$ cat src/design/ipv4dq_pkg.sv
package ipv4dq_pkg;

    typedef enum logic [1:0] {
        PH_SKIP   = 2'd0,
        PH_DIGITS = 2'd1,
        PH_SEEK   = 2'd2,
        PH_TAIL   = 2'd3
    } phase_t;

    localparam logic [7:0] CHAR_NUL  = 8'h00;
    localparam logic [7:0] CHAR_DOT  = 8'h2E;
    localparam logic [7:0] CHAR_ZERO = 8'h30;
    localparam logic [7:0] CHAR_NINE = 8'h39;

    localparam logic [8:0] OCTET_MAX  = 9'd255;
    localparam logic [8:0] OCTET_SAT  = 9'd256;
    localparam logic [1:0] LAST_OCTET = 2'd3;

endpackage

$ cat src/design/ipv4_dotted_quad_parser_unit.sv
// Parses a NUL-terminated dotted-decimal IPv4 string, one character per
// input word, into a 32-bit address (first octet in bits 31..24) and a
// status bit (1 = malformed or an octet above 255). Only the NUL word
// produces an output word; all other characters only advance the parse.
// One character is taken every clock unless the input is stalled: the
// whole per-character update of the parse state is one pass of logic
// between the input register and the state/output registers; throughput is
// one word per cycle, and a NUL's result is held in the output registers.
// Backpressure on the output stalls the input only while a finished result
// is still waiting and another NUL reaches the input register.
module ipv4_dotted_quad_parser_unit (
    input  logic        aclk,
    input  logic        aresetn,
    input  logic        s_tvalid,
    output logic        s_tready,
    input  logic [7:0]  s_tdata,    // [7:0] ch
    output logic        m_tvalid,
    input  logic        m_tready,
    output logic [31:0] m_tdata,    // [31:0] address
    output logic        m_tuser     // [0] status
);

    logic        in_valid_reg, in_valid_next;
    logic [7:0]  ch_reg, ch_next;

    ipv4dq_pkg::phase_t phase_reg, phase_next;
    logic [1:0]  octet_index_reg, octet_index_next;
    logic [8:0]  octet_value_reg, octet_value_next;
    logic [31:0] addr_acc_reg, addr_acc_next;
    logic        failed_reg, failed_next;

    logic        out_valid_reg, out_valid_next;
    logic [31:0] out_addr_reg, out_addr_next;
    logic        out_status_reg, out_status_next;

    logic        is_nul, is_dot, is_digit, advance, ok;
    logic [11:0] acc_mul;
    logic [31:0] commit_val, committed;

    assign is_nul   = (ch_reg == ipv4dq_pkg::CHAR_NUL);
    assign is_dot   = (ch_reg == ipv4dq_pkg::CHAR_DOT);
    assign is_digit = (ch_reg >= ipv4dq_pkg::CHAR_ZERO) && (ch_reg <= ipv4dq_pkg::CHAR_NINE);

    // a non-NUL word never needs output space
    assign advance  = in_valid_reg && (!is_nul || !out_valid_reg || m_tready);
    assign s_tready = !in_valid_reg || advance;

    assign m_tvalid = out_valid_reg;
    assign m_tdata  = out_addr_reg;
    assign m_tuser  = out_status_reg;

    // '0'..'9' are 0x30..0x39, so the low nibble is the digit value
    assign acc_mul = {3'b000, octet_value_reg} * 12'd10 + {8'b0, ch_reg[3:0]};

    always_comb begin
        case (octet_index_reg)
            2'd0:    commit_val = {octet_value_reg[7:0], 24'b0};
            2'd1:    commit_val = {8'b0, octet_value_reg[7:0], 16'b0};
            2'd2:    commit_val = {16'b0, octet_value_reg[7:0], 8'b0};
            default: commit_val = {24'b0, octet_value_reg[7:0]};
        endcase
    end

    assign committed = addr_acc_reg | commit_val;

    always_comb begin
        in_valid_next    = in_valid_reg;
        ch_next          = ch_reg;
        phase_next       = phase_reg;
        octet_index_next = octet_index_reg;
        octet_value_next = octet_value_reg;
        addr_acc_next    = addr_acc_reg;
        failed_next      = failed_reg;
        out_valid_next   = out_valid_reg && !m_tready;
        out_addr_next    = out_addr_reg;
        out_status_next  = out_status_reg;
        ok               = 1'b0;

        if (s_tready) begin
            in_valid_next = s_tvalid;
            ch_next       = s_tdata;
        end

        if (advance) begin
            if (is_nul) begin
                ok = !failed_reg &&
                     ((phase_reg == ipv4dq_pkg::PH_DIGITS &&
                       octet_index_reg == ipv4dq_pkg::LAST_OCTET) ||
                      phase_reg == ipv4dq_pkg::PH_TAIL);
                out_valid_next   = 1'b1;
                out_status_next  = !ok;
                out_addr_next    = !ok ? 32'b0 :
                                   (phase_reg == ipv4dq_pkg::PH_DIGITS) ? committed :
                                   addr_acc_reg;
                phase_next       = ipv4dq_pkg::PH_SKIP;
                octet_index_next = 2'd0;
                octet_value_next = 9'd0;
                addr_acc_next    = 32'b0;
                failed_next      = 1'b0;
            end else if (!failed_reg) begin
                case (phase_reg)
                    ipv4dq_pkg::PH_SKIP: begin
                        if (is_digit) begin
                            octet_value_next = {5'b0, ch_reg[3:0]};
                            phase_next       = ipv4dq_pkg::PH_DIGITS;
                        end
                    end
                    ipv4dq_pkg::PH_DIGITS: begin
                        if (is_digit) begin
                            if (acc_mul > {3'b000, ipv4dq_pkg::OCTET_MAX}) begin
                                octet_value_next = ipv4dq_pkg::OCTET_SAT;
                                failed_next      = 1'b1;
                            end else begin
                                octet_value_next = acc_mul[8:0];
                            end
                        end else begin
                            addr_acc_next = committed;
                            if (octet_index_reg == ipv4dq_pkg::LAST_OCTET) begin
                                if (is_dot) begin
                                    failed_next = 1'b1;
                                end else begin
                                    phase_next = ipv4dq_pkg::PH_TAIL;
                                end
                            end else if (is_dot) begin
                                octet_index_next = octet_index_reg + 2'd1;
                                octet_value_next = 9'd0;
                                phase_next       = ipv4dq_pkg::PH_SKIP;
                            end else begin
                                phase_next = ipv4dq_pkg::PH_SEEK;
                            end
                        end
                    end
                    ipv4dq_pkg::PH_SEEK: begin
                        if (is_dot) begin
                            octet_index_next = octet_index_reg + 2'd1;
                            octet_value_next = 9'd0;
                            phase_next       = ipv4dq_pkg::PH_SKIP;
                        end
                    end
                    default: begin
                        if (is_dot) begin
                            failed_next = 1'b1;
                        end
                    end
                endcase
            end
        end
    end

    always_ff @(posedge aclk) begin
        if (!aresetn) begin
            in_valid_reg    <= 1'b0;
            out_valid_reg   <= 1'b0;
            phase_reg       <= ipv4dq_pkg::PH_SKIP;
            octet_index_reg <= 2'd0;
            octet_value_reg <= 9'd0;
            addr_acc_reg    <= 32'b0;
            failed_reg      <= 1'b0;
        end else begin
            in_valid_reg    <= in_valid_next;
            out_valid_reg   <= out_valid_next;
            phase_reg       <= phase_next;
            octet_index_reg <= octet_index_next;
            octet_value_reg <= octet_value_next;
            addr_acc_reg    <= addr_acc_next;
            failed_reg      <= failed_next;
        end
    end

    always_ff @(posedge aclk) begin
        ch_reg         <= ch_next;
        out_addr_reg   <= out_addr_next;
        out_status_reg <= out_status_next;
    end

endmodule
$ cat config.mk
export PLATFORM = sky130hd
export DESIGN_NAME = ipv4_dotted_quad_parser_unit
export DESIGN_NICKNAME = d
export VERILOG_FILES = /design/src/design/ipv4dq_pkg.sv /design/src/design/ipv4_dotted_quad_parser_unit.sv
export SDC_FILE = /design/constraint.sdc
export NUM_CORES = 1
export LEC_CHECK = 0
export ABC_AREA = 0
export CORE_UTILIZATION = 40
export DETAILED_ROUTE_END_ITERATION = 10
export DONT_BUFFER_PORTS = 1
export PLACE_DENSITY = 0.53
export SLEW_MARGIN = 20
export SYNTH_ARGS = -nofsm -noshare
export SYNTH_HDL_FRONTEND = slang
export SYNTH_SLANG_ARGS = --single-unit
$ cat constraint.sdc
create_clock -name aclk -period 3.58 [get_ports aclk]
set_clock_uncertainty 0.15 [all_clocks]
set_input_delay 0.716 -clock aclk [delete_from_list [all_inputs] [get_ports aclk]]
set_output_delay 0.716 -clock aclk [all_outputs]
set_load 0.02 [all_outputs]
Word level (Yosys, flattened, before mapping) --
Index checks and enable logic that the tools add are counted.
Word-level totals: output and inout bits 35, bits in read-only memories 0, memories 0, word-level logic and storage cells 97, register bits 89, bits in writable memories 0, bits in latches 0
Operators by class: add/sub/neg operators 2, div/mod/pow operators 0, multiplexer cells 38, shift operators 0, $mul 1, eq/ne operators 15, bitwise operators 1, reductions and logical operators 27, magnitude comparators 3
Operator list (count):
- $mux 32 | 5
- $pmux 32 s3 | 1
- $mux 9 | 7
- $or 32x32->32 | 1
- $pmux 9 s3 | 1
- $mux 2 | 13
- $add 12x4->12 | 1
- $gt 12x8->1 const B | 1
- $ne 3x3->1 const B | 4
- $mul 9x3->11 const B | 1
- $reduce_and 5->1 | 2
- $eq 2x2->1 const B | 4
- $eq 8x6->1 const B | 1
- $ge 8x6->1 const B | 1
- $le 8x6->1 const B | 1
- $logic_not 8->1 | 1
- $mux 1 | 8
- $ne 4x4->1 const B | 2
- $reduce_and 7->1 | 1
- $logic_not 1->1 | 6
- $pmux 2 s3 | 1
- $logic_and 1x1->1 | 5
- $eq 2x1->1 const B | 2
- $logic_not 2->1 | 2
- other kinds (12) | 15

Logic depth before layout (Yosys ltp) --
Gate-level depths: netlist (run 1).
word-level depth 8, gate-level depth with buffers 11, gate-level depth less buffers 11

Least setup slack after synthesis (run 1) --
Ideal clock, no wire load.
path type reg2reg, start point reg octet_value_reg[1], end point reg failed_reg, cell stages (with the launch flop) 12, period minus slack after synthesis 2.981 ns, slack 0.599 ns, data arrival time 2.730 ns, setup time 0.101 ns, cells stage by stage dfxtp_1 -> ha_1 -> ha_1 -> inv_1 -> fa_1 -> xnor2_1 -> and3_1 -> nor3b_1 -> and2_1 -> o221ai_1 -> and3_1 -> o41ai_1
Between the ends: cells in the longest elaborated chain, start to end 8
Ends and longest elaborated chain:
- start, declared | RTL line ipv4_dotted_quad_parser_unit.sv:28 | logic [8:0] octet_value_reg, octet_value_next;
- start signal, assigned | RTL line ipv4_dotted_quad_parser_unit.sv:164 | octet_value_reg <= octet_value_next;
- $mul 9x3->11 | RTL line ipv4_dotted_quad_parser_unit.sv:53 | assign acc_mul = {3'b000, octet_value_reg} * 12'd10 + {8'b0, ch_reg[3:0]};
- $add 12x4->12 | RTL line ipv4_dotted_quad_parser_unit.sv:53
- $gt 12x8->1 | RTL line ipv4_dotted_quad_parser_unit.sv:110 | if (acc_mul > {3'b000, ipv4dq_pkg::OCTET_MAX}) begin
- $mux 1 | RTL line ipv4_dotted_quad_parser_unit.sv:110
- $mux 1 | RTL line ipv4_dotted_quad_parser_unit.sv:109 | if (is_digit) begin
- $pmux 1 s2 | RTL line ipv4_dotted_quad_parser_unit.sv:101 | case (phase_reg)
- $mux 1 | RTL line ipv4_dotted_quad_parser_unit.sv:100 | end else if (!failed_reg) begin
- $mux 1 | RTL line ipv4_dotted_quad_parser_unit.sv:85 | if (is_nul) begin
- end signal, assigned | RTL line ipv4_dotted_quad_parser_unit.sv:166 | failed_reg <= failed_next;
- end, declared | RTL line ipv4_dotted_quad_parser_unit.sv:30 | logic failed_reg, failed_next;
Every way passes these cells. A chain may end at the register's enable or synchronous reset.

Final worst setup path (run 1) --
start point reg octet_value_reg[2], end point reg failed_reg
Same word-level chain as after synthesis.

==> results of run 1 <==
-- power by group through the flow --
stage	sequential (mW)	combinational, mW	clock, mW
floorplan	1.09	0.0290	0
global placement	1.09	0.0367	0
detailed placement	1.09	0.0370	0
CTS	1.07	0.0371	0.678
global route	1.07	0.0411	0.709
finish	1.07	0.0373	0.654
-- area by class of cell --
class | count | area (sq um) | share of cell area
Clock inverter | 7 | 60.1 | 0.0126
Clock buffer | 9 | 124 | 0.0259
Sequential cell | 89 | 2190 | 0.458
Timing Repair Buffer | 14 | 105 | 0.0220
Inverter | 12 | 45.0 | 0.00941
Tap cell | 140 | 175 | 0.0366
Multi-Input combinational cell | 335 | 2080 | 0.435
-- final timing paths --
check | startpoint | to | slack, ps | cells after the start
worst min-delay path | s_tdata[2] | ch_reg[2] | 300 | 0
worst max-delay path | octet_value_reg[2] | failed_reg | 300 | 11
worst min register to register | addr_acc_reg[13] | addr_acc_reg[13] | 330 | 2
worst max register to register | octet_value_reg[2] | failed_reg | 300 | 11
-- cells by family after synthesis --
family          after synthesis  synth area share
simple gates                164             0.180
fa+ha+maj                    29            0.0852
flops                        89             0.494
buf+inv                      41            0.0361
compound gates              130             0.180
mux                           3           0.00677
xor+xnor                      9            0.0178
-- stage by stage --
stage	setup slack, ps	area [sq um]	std cells	utilization
3_3_place_gp	459	4600	590	0.424
3_5_place_dp	322	4600	590	0.424
4_1_cts	310	4780	606	0.441
6_report	300	4780	606	0.441
5_1_grt	50.0	4780	606	0.441
2_1_floorplan	599	4440	465	-
-- worst register-to-register path: stages, from the launching register on --
cell                       delay, ps
sky130_fd_sc_hd__dfxtp_1         490
sky130_fd_sc_hd__ha_1            210
sky130_fd_sc_hd__ha_1            180
sky130_fd_sc_hd__inv_1            60
sky130_fd_sc_hd__fa_1            470
sky130_fd_sc_hd__nor2b_1         180
sky130_fd_sc_hd__and3_1          200
sky130_fd_sc_hd__nor3b_1         250
sky130_fd_sc_hd__and2_1          190
sky130_fd_sc_hd__o221ai_1        170
sky130_fd_sc_hd__and3_1          270
sky130_fd_sc_hd__o41ai_1         350
-- synth_stat cells (4+ instances only) --
library cell	count
sky130_fd_sc_hd__nand2b_1	4
sky130_fd_sc_hd__and2_1	7
sky130_fd_sc_hd__nand3_1	10
sky130_fd_sc_hd__a21oi_1	75
sky130_fd_sc_hd__clkbuf_1	21
sky130_fd_sc_hd__o21ai_1	4
sky130_fd_sc_hd__nand2_1	20
sky130_fd_sc_hd__nor3_1	6
sky130_fd_sc_hd__ha_1	27
sky130_fd_sc_hd__buf_2	5
sky130_fd_sc_hd__a21o_1	4
sky130_fd_sc_hd__xnor2_1	6
sky130_fd_sc_hd__nor3b_1	5
sky130_fd_sc_hd__and3b_1	4
sky130_fd_sc_hd__o22ai_1	5
sky130_fd_sc_hd__edfxtp_1	41
sky130_fd_sc_hd__o21ai_0	7
sky130_fd_sc_hd__a22oi_1	4
sky130_fd_sc_hd__nor2b_1	5
sky130_fd_sc_hd__nor2_1	82
sky130_fd_sc_hd__dfxtp_1	48
sky130_fd_sc_hd__inv_1	12
-- metal layers --
| layer | wire length (um) | part of all wire | vias to the layer above |
|---|---|---|---|
| met1 | 4430 | 0.46 | 1578 |
| met2 | 4650 | 0.48 | 79 |
| li1 | - | - | 1661 |
| met4 | 218 | 0.022 | 0 |
| met5 | 0 | 0 | - |
| met3 | 415 | 0.043 | 14 |
==> flow_results.org, run 1 <==
** Run status
- Result of the run :: complete, no violations

** Global routing
- In the global route stage, met2 resource usage came out at 0.297.
- Via count of the first global-routing pass :: 3121
- GR met3 Demand/Resource :: 0.0375
- The number of antenna violations at the first check in global routing was 0.
- Global-route usage over all layers :: 0.178
- Remaining Overflow, GRT :: 0
- The first global-routing pass estimated 15700 um of wire.
- For this run, global-route usage on met1 was measured as 0.225.
- GRT Max-Usage Layer :: met2
- Entering global routing, the biggest net connects 34 pins.

** Synthesis
- Counting distinct cell types in the post-synthesis netlist gives 57.
- The synthesized design contains 89 register bits.
- Post-synthesis sequential area ratio :: 0.494
- Summing every instance area after synthesis gives 4440 sq um.
- Counting every net in the synthesized netlist gives 506.
- Count of warnings emitted by yosys :: 0
- The cell count after synthesis came out at 465.
- Each instance of the synthesized netlist takes up on average 9.54 sq um.
- Async set or reset register ratio after synthesis :: 0
- Counting flops with a built-in enable in the synthesized netlist gives 41.
- Biggest area contributors in the synthesized netlist :: sky130_fd_sc_hd__edfxtp_1 (28%), sky130_fd_sc_hd__dfxtp_1 (22%), sky130_fd_sc_hd__a21oi_1 (8.5%)
- Flip-flop cell with the highest count after synthesis :: sky130_fd_sc_hd__dfxtp_1
- Cell accounting for the most synthesized area :: sky130_fd_sc_hd__edfxtp_1
- Of the post-synthesis cell area, the dominant cell type holds 0.278.

** Power and ir drop
- Combinational fraction of design power :: 0.021
- The analysis attributes to cell leakage a power of 1.78 nW.
- Total power consumption of the routed design :: 1.76 mW
- Switching share of power :: 0.239
- Dividing total power by cell area gives a power density of 368 nW/um^2.
- IR analysis of the VDD net gives a maximum drop of 226 uV.
- Internal power comes to 1.34 mW.
- Power dissipated by switching net loads :: 0.421 mW
- Of the total power, registers draw 0.607.
- Share of total power in the clock network :: 0.371

** Worst setup path
- Crit path max-delay cell type :: sky130_fd_sc_hd__dfxtp_1
- Kind of end point of the critical path :: flip-flop
- The worst setup path is launched from a flip-flop.
- For the worst setup path, the data arrival time is 3390 ps.
- Kind of critical path :: reg -> reg
- The cell family contributing the most delay on the critical path is simple AND/OR/NAND/NOR gates.
- The number of buffers and inverters on the critical path is 1.
- Along the worst path, the maximum fanout reaches 7.
- At the worst endpoint, the required time is 3690 ps.
- List of cells traversed by the critical path :: ha_1, ha_1, inv_1, fa_1, nor2b_1, and3_1, nor3b_1, and2_1, o221ai_1, and3_1, o41ai_1
- In this design, the stage delay of the slowest critical-path cell is 490 ps.

** Finish
- The library cells used most frequently in the layout, excluding fill and tap cells, are sky130_fd_sc_hd__nor2_1 (82), sky130_fd_sc_hd__a21oi_1 (75), sky130_fd_sc_hd__dfxtp_1 (48).
- Area growth from synthesis to layout :: 7.87%
- Fraction of layout cells with a size suffix above 1 :: 0.0815
- The filler cells instantiated in the layout total 1072.
- After the last flow step, the layout net total stands at 502.
- The repair_antennas step left the layout with diodes totalling 0.
- Leaving out fill and tap cells, the most frequent cell in the layout is sky130_fd_sc_hd__nor2_1.

** Routing
- DR DRC count :: 0
- Drt via density :: 5.50
- Total wire length after detailed routing :: 9710 um
- First-pass iteration count of the detailed router :: 4
- DRT iter0 DRCs :: 185
- Vias after detailed routing :: 3332
- WL/cell :: 16.0 um
- Post-route antenna net violation count :: 0

** Clock tree
- Once the clock tree was built, the setup fixing pass inserted 0 buffers.
- Number of CTS-inserted buffers :: 9
- Clk Latency, worst-skew pair :: 360 ps
- Hold-fix buffer count after cts :: 0
- Clock transition time at the flip-flop clock pins of the worst setup and hold paths :: 90 ps
- TritonCTS clock tree :: yes
- In this run the deepest clock path goes through 2 buffers.
- Total number of clock tree sinks :: 89
- Clock tree synthesis selected as its root buffer the cell sky130_fd_sc_hd__clkbuf_8.
- Post-CTS sizing :: 0
- The H-tree generated during clock tree synthesis spans 3 levels.

** Timing
- Minimum clock period after layout :: 3280 ps
- Final Slew Violations :: 0
- Share of the clock period used by the worst path after layout :: 0.916
- Hold is met by 295 ps.
- Setup violations remaining at the end of the flow were counted as 0.
- Unrepaired setup endpoints after global routing :: false
- Derived from the worst setup path, the maximum achievable clock frequency is 305 MHz.
- Final hold violation count :: 0
- Headroom to the max-slew limit came out at 0.610.
- Transition time at the pin with the least slew margin :: 585 ps
- Post-route setup TNS :: 0 ps

** Flow run
- Across the run, the number of max-cap violations was 0.

** Floorplanning
- Chip Height :: 107 um
- From left edge to right edge, the die measures 107 um.
- Io pins :: 47
- For this configuration, the core starts out at a cell density of 0.409.
- The region available for standard cell placement spans 10800 sq um.
- The floorplan step defined a die boundary enclosing 11500 sq um.
- In this run the core area contains 38 standard-cell rows.

** Place
- The HPWL after detailed placement is 6900 um.
- Gp weighted congestion :: 0.823
- During placement, the flow inserted port buffers numbering 0.

** Worst hold path
- Worst hold-check path type :: in -> reg
No activity file was read; power rests on OpenSTA's default activity.
==> run 2, diff against run 1 <==
--- a/config.mk
+++ b/config.mk
@@ -6,6 +6,7 @@
 export NUM_CORES = 1
 export LEC_CHECK = 0
 export ABC_AREA = 0
+export CORE_ASPECT_RATIO = 1.2
 export CORE_UTILIZATION = 40
 export DETAILED_ROUTE_END_ITERATION = 10
 export DONT_BUFFER_PORTS = 1
==> constraint.sdc (replaced) <==
create_clock -name aclk -period 3.58 [get_ports aclk]
set_clock_uncertainty 0.15 [all_clocks]
set_input_delay 0.716 -clock aclk [delete_from_list [all_inputs] [get_ports aclk]]
set_output_delay 0.716 -clock aclk [all_outputs]
set_load 0.05 [all_outputs]
==> run 2 against run 1 <==
Effect of this change: the run now ends with DRC left; utilization grew 1.6 points; via count shrank 2.2%; combinational power shrank 3%; highest routed layer unchanged.
==> flow_results.org, run 2 (synthesis results as in run 1) <==
** Clock tree
- Total number of clock tree sinks :: 89 (unchanged)
- The total clock buffers created by CTS came to 9 (unchanged).
- The number of buffers inserted by hold repair at cts was 0 (unchanged).
- Postcts setup bufs :: 0 (unchanged)
- Longest Clk Path Bufs :: 2 (unchanged)
- The clock tree from TritonCTS is yes (unchanged).
- The H-tree depth was 3 (unchanged).
- The clock-pin slew on the worst setup and hold paths is 60 ps (was 90 ps).
- The library cell used as clock root buffer is sky130_fd_sc_hd__clkbuf_16 (was sky130_fd_sc_hd__clkbuf_8).
- The worst-skew pair later-pin latency is 330 ps (was 360 ps).

** Floorplanning
- Core Footprint :: 10700 sq um (was 10800 sq um)
- The total die area was 11500 sq um (about the same).
- The I/O pin count came to 47 (unchanged).
- The initial core utilization was 0.416 (was 0.409).
- Chip Height :: 117 um (was 107 um)
- The number of rows created at floorplan came to 41 (was 38).
- The width of the die is 98.1 um (was 107 um).

** Routing
- The initial DRC count was 127 (was 185).
- Post-route antenna net violation count :: 0 (unchanged)
- DR DRC count :: 5 (was 0)
- Total wire length after detailed routing :: 9360 um (was 9710 um)
- The number of iterations in the first detailed-routing pass came to 7 (was 4).
- The mean routed wirelength per cell came to 15.9 um (was 16.0 um).
- The vias after detailed routing came to 3259 (was 3332).
- The via density per instance was 5.52 (was 5.50).

** Worst setup path
- Counting stages on the worst path, the most repeated cell is sky130_fd_sc_hd__ha_1.
- The startpoint of the most critical register-to-register path is octet_value_reg[6] (was octet_value_reg[2]).
- Crit path max-delay cell type :: sky130_fd_sc_hd__dfxtp_1 (unchanged)
- The end of the worst register-to-register path was failed_reg (unchanged).
- Delay contributed by the slowest stage of the critical path :: 600 ps (was 490 ps)
- The classification of the worst setup path is reg -> reg (unchanged).
- List of cells traversed by the critical path: ha_1, ha_1, nor2b_1, a221o_1, a211oi_1, nor2_1, a31o_1, and3_1, o41ai_1 (was ha_1, ha_1, inv_1, fa_1, nor2b_1, and3_1, nor3b_1, and2_1, o221ai_1, and3_1, o41ai_1).
- Signal arrival time at the worst endpoint :: 3370 ps (was 3390 ps)
- The sort of element at the end of the critical path was a flip-flop (unchanged).
- FF-to-FF setup slack :: 290 ps (was 300 ps)
- The logic depth of the worst register-to-register path is 9 (was 11).
- The maximum fanout encountered on the critical timing path came to 12 (was 7).
- The data required time at the worst endpoint came to 3660 ps (was 3690 ps).
- The category of the worst setup path launch point is a flip-flop (unchanged).

** Power and ir drop
- The power density over cell area is 431 nW/um^2 (was 368 nW/um^2).
- Switching share of power :: 0.198 (was 0.239)
- The proportion of power drawn by the clock network came to 0.473 (was 0.371).
- The maximum VDD drop was 260 uV (was 226 uV).
- Pint :: 1.69 mW (was 1.34 mW)
- The proportion of power drawn by combinational gates is 0.017 (was 0.021).
- Static leakage power :: 1.82 nW (was 1.78 nW)
- The share of power burned in registers was 0.510 (was 0.607).
- Power dissipated by switching net loads :: 0.415 mW (was 0.421 mW)

** Timing
- The max-slew headroom at the worst pin was 0.607 (was 0.610).
- The final worst slack came to 286 ps (was 300 ps).
- The fraction of the cycle the final worst path needs is 0.920 (was 0.916).
- Final Slew Violations :: 0 (unchanged)
- Final hold violation count :: 0 (unchanged)
- # setup viols final :: 0 (unchanged)
- Unrepaired setup endpoints after global routing :: false (unchanged)
- Post-route setup TNS :: 0 ps (unchanged)
- The achievable clock frequency was 304 MHz (was 305 MHz).
- Minimum clock period after layout :: 3290 ps (was 3280 ps)
- Transition time at the pin with the least slew margin :: 590 ps (was 585 ps)

** Finish
- Leading cell type in the layout, fill and taps excluded :: sky130_fd_sc_hd__nor2_1 (unchanged)
- The area added between synthesis and finish was 9.96% (was 7.87%).
- Area occupied by multi-input gates :: 2090 sq um (was 2080 sq um)
- Fraction of layout cells with a size suffix above 1 :: 0.0738 (was 0.0815)
- Most frequent cells in the layout: sky130_fd_sc_hd__nor2_1 (82), sky130_fd_sc_hd__a21oi_1 (75), sky130_fd_sc_hd__dfxtp_1 (47) (was sky130_fd_sc_hd__nor2_1 (82), sky130_fd_sc_hd__a21oi_1 (75), sky130_fd_sc_hd__dfxtp_1 (48)).
- Number of nets in the finished design :: 497 (was 502)
- The fill cell instance count of the final layout is 1050 (was 1072).
- Antenna Cells :: 0 (unchanged)
- Sequential cell area :: 2190 sq um (about the same)

** Worst hold path
- Worst Hold End :: addr_acc_reg[8] (was ch_reg[2])
- Worst Hold Path Cells :: 2 (was 0)
- The class of the tightest hold or removal check is reg -> reg (was in -> reg).
- The origin of the worst min-delay path is addr_acc_reg[8] (was s_tdata[2]).

** Flow run
- Max-capacitance violation count :: 0 (unchanged)

** Global routing
- The via count of the first global-routing pass is 3085 (was 3121).
- The global-route wire length before repair was 15400 um (was 15700 um).
- Remaining Overflow, GRT :: 0 (unchanged)
- Global-route usage over all layers :: 0.170 (was 0.178)
- The pin count of the biggest net entering global routing was 34 (unchanged).
- The number of antenna violations at the first check in global routing came to 0 (unchanged).

** Run status
- Result of the run :: finished with violations (was complete, no violations)
- The final reports fail on DRC.

** Place
- Gp weighted congestion :: 0.819 (was 0.823)
- Pre-CTS WS :: 289 ps (was 322 ps)
- DP HPWL :: 6760 um (was 6900 um)
- PortBufs :: 0 (unchanged)
-- run 2: worst max path at each step --
stage | from | end | depth (start not counted)
finish | octet_value_reg[6] | failed_reg | 9
floorplan | octet_value_reg[1] | failed_reg | 11
CTS | octet_value_reg[4] | failed_reg | 10
global placement | octet_value_reg[6] | failed_reg | 9
detailed placement | octet_value_reg[4] | failed_reg | 10
global route | octet_value_reg[2] | failed_reg | 11
-- run 2: worst max-delay path: cells and delay by family (launching register included) --
kind	cells	cell delay [ps]
AOI/OAI and AO/OA	4	1230
and+or+nand+nor	3	510
adders and majority gates	2	700
DFF	1	600
-- run 2: routing by layer --
metal | part of all wire | global-route usage | vias up
met5 | 0 | 0 | -
met4 | 0.018 | 0.0662 | 0
met3 | 0.038 | 0.0405 | 14
met2 | 0.48 | 0.277 | 78
met1 | 0.47 | 0.216 | 1511
li1 | - | - | 1656
-- run 2: layout make-up --
| class | instances | area share |
|---|---|---|
| sequential | 89 | 0.450 |
| multi-input combinational | 335 | 0.429 |
| inverter | 12 | 0.00924 |
| tap | 129 | 0.0331 |
| timing repair buffer | 9 | 0.0139 |
| clock buffer | 9 | 0.0462 |
| clock inverter | 7 | 0.0192 |
-- run 2: power by group through the flow --
stage / registers [mW] / clock network, mW / logic [mW]
final: 1.07 / 0.993 / 0.0361
after global routing: 1.07 / 1.06 / 0.0407
after CTS: 1.07 / 1.02 / 0.0361
after detailed placement: 1.09 / 0 / 0.0360
after global placement: 1.09 / 0 / 0.0360
after floorplan: 1.09 / 0 / 0.0290
-- run 2: through the flow --
step	std cells	utilization	total power, mW	area [sq um]	hold slack, ps
after detailed placement	574	0.426	1.13	4550	304
after global placement	574	0.426	1.13	4550	298
final	590	0.457	2.10	4880	316
after floorplan	465	-	1.12	4440	288
after global routing	590	0.457	2.17	4880	311
after CTS	590	0.456	2.12	4870	314
-- run 2: what timing repair did --
| item | 4_1_cts | 5_1_grt |
|---|---|---|
| setup endpoints to repair | 0 | 1 |
| hold endpoints to repair | 0 | 0 |
| resized for setup | 0 | 2 |
==> run 3, diff against run 2 <==
--- a/config.mk
+++ b/config.mk
@@ -10,7 +10,7 @@
 export CORE_UTILIZATION = 40
 export DETAILED_ROUTE_END_ITERATION = 10
 export DONT_BUFFER_PORTS = 1
-export PLACE_DENSITY = 0.53
+export PLACE_DENSITY = 0.55
 export SLEW_MARGIN = 20
 export SYNTH_ARGS = -nofsm -noshare
 export SYNTH_HDL_FRONTEND = slang
==> constraint.sdc (replaced) <==
create_clock -name aclk -period 2.9 [get_ports aclk]
set_clock_uncertainty 0.15 [all_clocks]
set_input_delay 0.58 -clock aclk [delete_from_list [all_inputs] [get_ports aclk]]
set_output_delay 0.58 -clock aclk [all_outputs]
set_load 0.05 [all_outputs]
==> run 3 against run 2 <==
Effect of this change: the flow finishes with violations (DRC, setup timing); critical path depth grew 3; register-to-register slack worse by 290 ps; total power rose by 20%; clock power increased by 17%; sequential power rose by 23%; critical path type unchanged; critical endpoint is now octet_value_reg[1].
==> flow_results.org, run 3 (synthesis results as in run 1) <==
** Run status
- Result of the run :: finished with violations (unchanged)
- Violated checks: DRC, setup timing (was DRC).

** Worst setup path
- Kind of critical path :: reg -> reg (unchanged)
- The end of the worst register-to-register path is octet_value_reg[1] (was failed_reg).
- The startpoint of the most critical register-to-register path is octet_value_reg[0] (was octet_value_reg[6]).
- The delay of the slowest critical-path stage came to 480 ps (was 600 ps).
- Signal arrival time at the worst endpoint :: 2960 ps (was 3370 ps)
- R2R depth :: 12 (was 9)
- Sum of buffers and inverters on the critical path :: 2 (was 0)
- Worst endpoint required time :: 2950 ps (was 3660 ps)
- Crit path max-delay cell type :: sky130_fd_sc_hd__fa_2 (was sky130_fd_sc_hd__dfxtp_1)
- The sort of element at the end of the critical path is a flip-flop (unchanged).
- The category of the worst setup path launch point is a flip-flop (unchanged).
- The dominant delay contributor by cell family on the critical path is adder cells (was compound AO/OA/AOI/OAI gates).
- FF-to-FF setup slack :: -8 ps (was 290 ps)
- List of cells traversed by the critical path: ha_2, ha_4, inv_2, fa_2, nor2b_2, and3_4, nor3b_4, and2_4, o221ai_4, buf_6, a31oi_4, o22ai_2 (was ha_1, ha_1, nor2b_1, a221o_1, a211oi_1, nor2_1, a31o_1, and3_1, o41ai_1).
- The maximum fanout encountered on the critical timing path came to 3 (was 12).
- Origin of the worst setup path :: octet_value_reg[0] (was octet_value_reg[6])

** Finish
- Count of filler cells inserted in the layout :: 994 (was 1050)
- Area occupied by multi-input gates :: 2320 sq um (was 2090 sq um)
- The number of inserted diodes is 0 (unchanged).
- Number of nets in the finished design :: 526 (was 497)
- Fraction of layout cells with a size suffix above 1 :: 0.200 (was 0.0738)
- The sequential cell area is 2200 sq um (was 2190 sq um).
- The final cell area excluding filler cells is 5330 sq um (was 4880 sq um).
- The area added between synthesis and finish was 20.1% (was 9.96%).
- Leading cell type in the layout, fill and taps excluded :: sky130_fd_sc_hd__nor2_1 (unchanged)
- Most frequent cells in the layout: sky130_fd_sc_hd__nor2_1 (82), sky130_fd_sc_hd__a21oi_1 (75), sky130_fd_sc_hd__dfxtp_1 (45) (was sky130_fd_sc_hd__nor2_1 (82), sky130_fd_sc_hd__a21oi_1 (75), sky130_fd_sc_hd__dfxtp_1 (47)).

** Timing
- The max-slew headroom at the worst pin was 0.605 (was 0.607).
- The fraction of the cycle the final worst path needs was 1.00 (was 0.920).
- Unrepaired setup endpoints after global routing: true (was false).
- Hold_ws :: 187 ps (was 316 ps)
- The final worst slack is -8.30 ps (was 286 ps).
- Final hold violation count :: 0 (unchanged)
- Minimum clock period after layout :: 2910 ps (was 3290 ps)
- The slew at the pin closest to its max-slew limit is 593 ps (was 590 ps).
- The achievable clock frequency came to 344 MHz (was 304 MHz).
- The final number of max-transition violations is 0 (unchanged).
- The count of endpoints failing setup in the final report came to 1 (was 0).

** Place
- Placed Instance Area :: 4790 sq um (was 4550 sq um)
- PortBufs :: 0 (unchanged)
- The placed wire-length estimate after detailed placement was 6800 um (was 6760 um).
- The routability congestion estimate from global placement was 0.867 (was 0.819).

** Worst hold path
- Worst Hold End :: ch_reg[1] (was addr_acc_reg[8])
- The class of the tightest hold or removal check was in -> reg (was reg -> reg).
- The count of cells along the worst hold path was 0 (was 2).
- Worst Min Path Start :: s_tdata[1] (was addr_acc_reg[8])

** Power and ir drop
- Combinational fraction of design power :: 0.020 (was 0.017)
- Pint :: 2.00 mW (was 1.69 mW)
- The share of power burned in registers was 0.522 (was 0.510).
- Largest vdd supply drop :: 389 uV (was 260 uV)
- The proportion of power drawn by the clock network is 0.458 (was 0.473).
- The switching fraction of total power was 0.208 (was 0.198).
- The reported net switching power came to 0.527 mW (was 0.415 mW).
- Static leakage power :: 2.02 nW (was 1.82 nW)
- Power per cell area :: 475 nW/um^2 (was 431 nW/um^2)

** Routing
- The number of iterations in the first detailed-routing pass came to 8 (was 7).
- The count of unresolved DRC violations after routing was 8 (was 5).
- The antenna violation net count after detailed routing came to 0 (unchanged).
- The initial DRC count was 153 (was 127).
- The vias after detailed routing was 3406 (was 3259).
- The final wirelength is 9950 um (was 9360 um).
- Drt via density :: 5.50 (was 5.52)
- The mean routed wirelength per cell is 16.1 um (was 15.9 um).

** Floorplanning
- Overall die width :: 98.1 um (unchanged)
- Starting Density :: 0.416 (unchanged)
- Total number of placement rows :: 41 (unchanged)
- Chip Height :: 117 um (unchanged)
- Core Footprint :: 10700 sq um (unchanged)
- The I/O pin count is 47 (unchanged).
- The total die area came to 11500 sq um (unchanged).

** Clock tree
- Total number of clock tree sinks :: 89 (unchanged)
- TritonCTS clock tree :: yes (unchanged)
- The H-tree depth was 3 (unchanged).
- The number of buffers on the longest clock path came to 2 (unchanged).
- The number of buffers inserted by hold repair at cts came to 0 (unchanged).
- The clock-pin slew on the worst setup and hold paths is 70 ps (was 60 ps).
- Number of CTS-inserted buffers :: 9 (unchanged)
- CTS root buffer :: sky130_fd_sc_hd__clkbuf_16 (unchanged)
- The worst-skew pair later-pin latency was 330 ps (about the same).

** Global routing
- Global-route usage over all layers :: 0.174 (was 0.170)
- The global-route wire length before repair is 15900 um (was 15400 um).
- Pin count of the biggest net entering global routing :: 34 (unchanged)
- Antenna violations before repair :: 0 (unchanged)
- Remaining Overflow, GRT :: 0 (unchanged)
- The via count of the first global-routing pass was 3173 (was 3085).

** Flow run
- The number of maximum-capacitance violations came to 0 (unchanged).
-- run 3: routing by layer --
metal / vias up / wire, um / global-route usage
li1: 1702 / - / -
met1: 1604 / 4590 / 0.229
met2: 90 / 4920 / 0.284
met3: 10 / 298 / 0.0310
met4: 0 / 136 / 0.0616
met5: - / 0 / 0
-- run 3: how the worst max path moves through the flow --
stage / endpoint / slack (ps) / cells after the start
3_5_place_dp: failed_reg / -100 / 12
5_1_grt: octet_value_reg[1] / -120 / 12
6_report: octet_value_reg[1] / -8 / 12
3_3_place_gp: failed_reg / -40 / 12
4_1_cts: failed_reg / -40 / 12
2_1_floorplan: failed_reg / 20 / 11
-- run 3: final cells by class --
cell class | instances | area share
clock inverter | 5 | 0.0117
tap | 129 | 0.0303
timing repair buffer | 38 | 0.0566
sequential | 89 | 0.413
inverter | 12 | 0.00846
multi-input combinational | 335 | 0.436
clock buffer | 11 | 0.0437
-- run 3: worst reg2reg max path, stage by stage (launching register included) --
cell,delay [ps]
sky130_fd_sc_hd__dfxtp_1,380
sky130_fd_sc_hd__ha_2,220
sky130_fd_sc_hd__ha_4,140
sky130_fd_sc_hd__inv_2,40
sky130_fd_sc_hd__fa_2,480
sky130_fd_sc_hd__nor2b_2,140
sky130_fd_sc_hd__and3_4,190
sky130_fd_sc_hd__nor3b_4,200
sky130_fd_sc_hd__and2_4,200
sky130_fd_sc_hd__o221ai_4,130
sky130_fd_sc_hd__buf_6,160
sky130_fd_sc_hd__a31oi_4,230
sky130_fd_sc_hd__o22ai_2,110
-- run 3: per-stage QoR --
step	total power [mW]	setup slack, ps	std cells	util	TNS [ps]
final	2.53	-8.30	619	0.499	-8.30
after global routing	2.61	-119	619	0.499	-624
after CTS	2.55	-36.7	618	0.479	-40.2
after detailed placement	1.40	-99.3	601	0.449	-430
after global placement	1.40	-40.9	601	0.449	-40.9
after floorplan	1.38	21.9	465	-	0
-- run 3: repair_timing --
action	in CTS	in global routing
resized for setup	6	39
pin swaps	1	17
setup endpoints to repair	10	30
buffers inserted	1	2
endpoints found under the hold margin	0	0
-- run 3: power groups by stage --
stage | sequential, mW | clock (mW) | combinational (mW)
global route | 1.32 | 1.23 | 0.0562
global placement | 1.35 | 0 | 0.0485
CTS | 1.32 | 1.19 | 0.0494
detailed placement | 1.35 | 0 | 0.0488
finish | 1.32 | 1.16 | 0.0509
floorplan | 1.35 | 0 | 0.0359
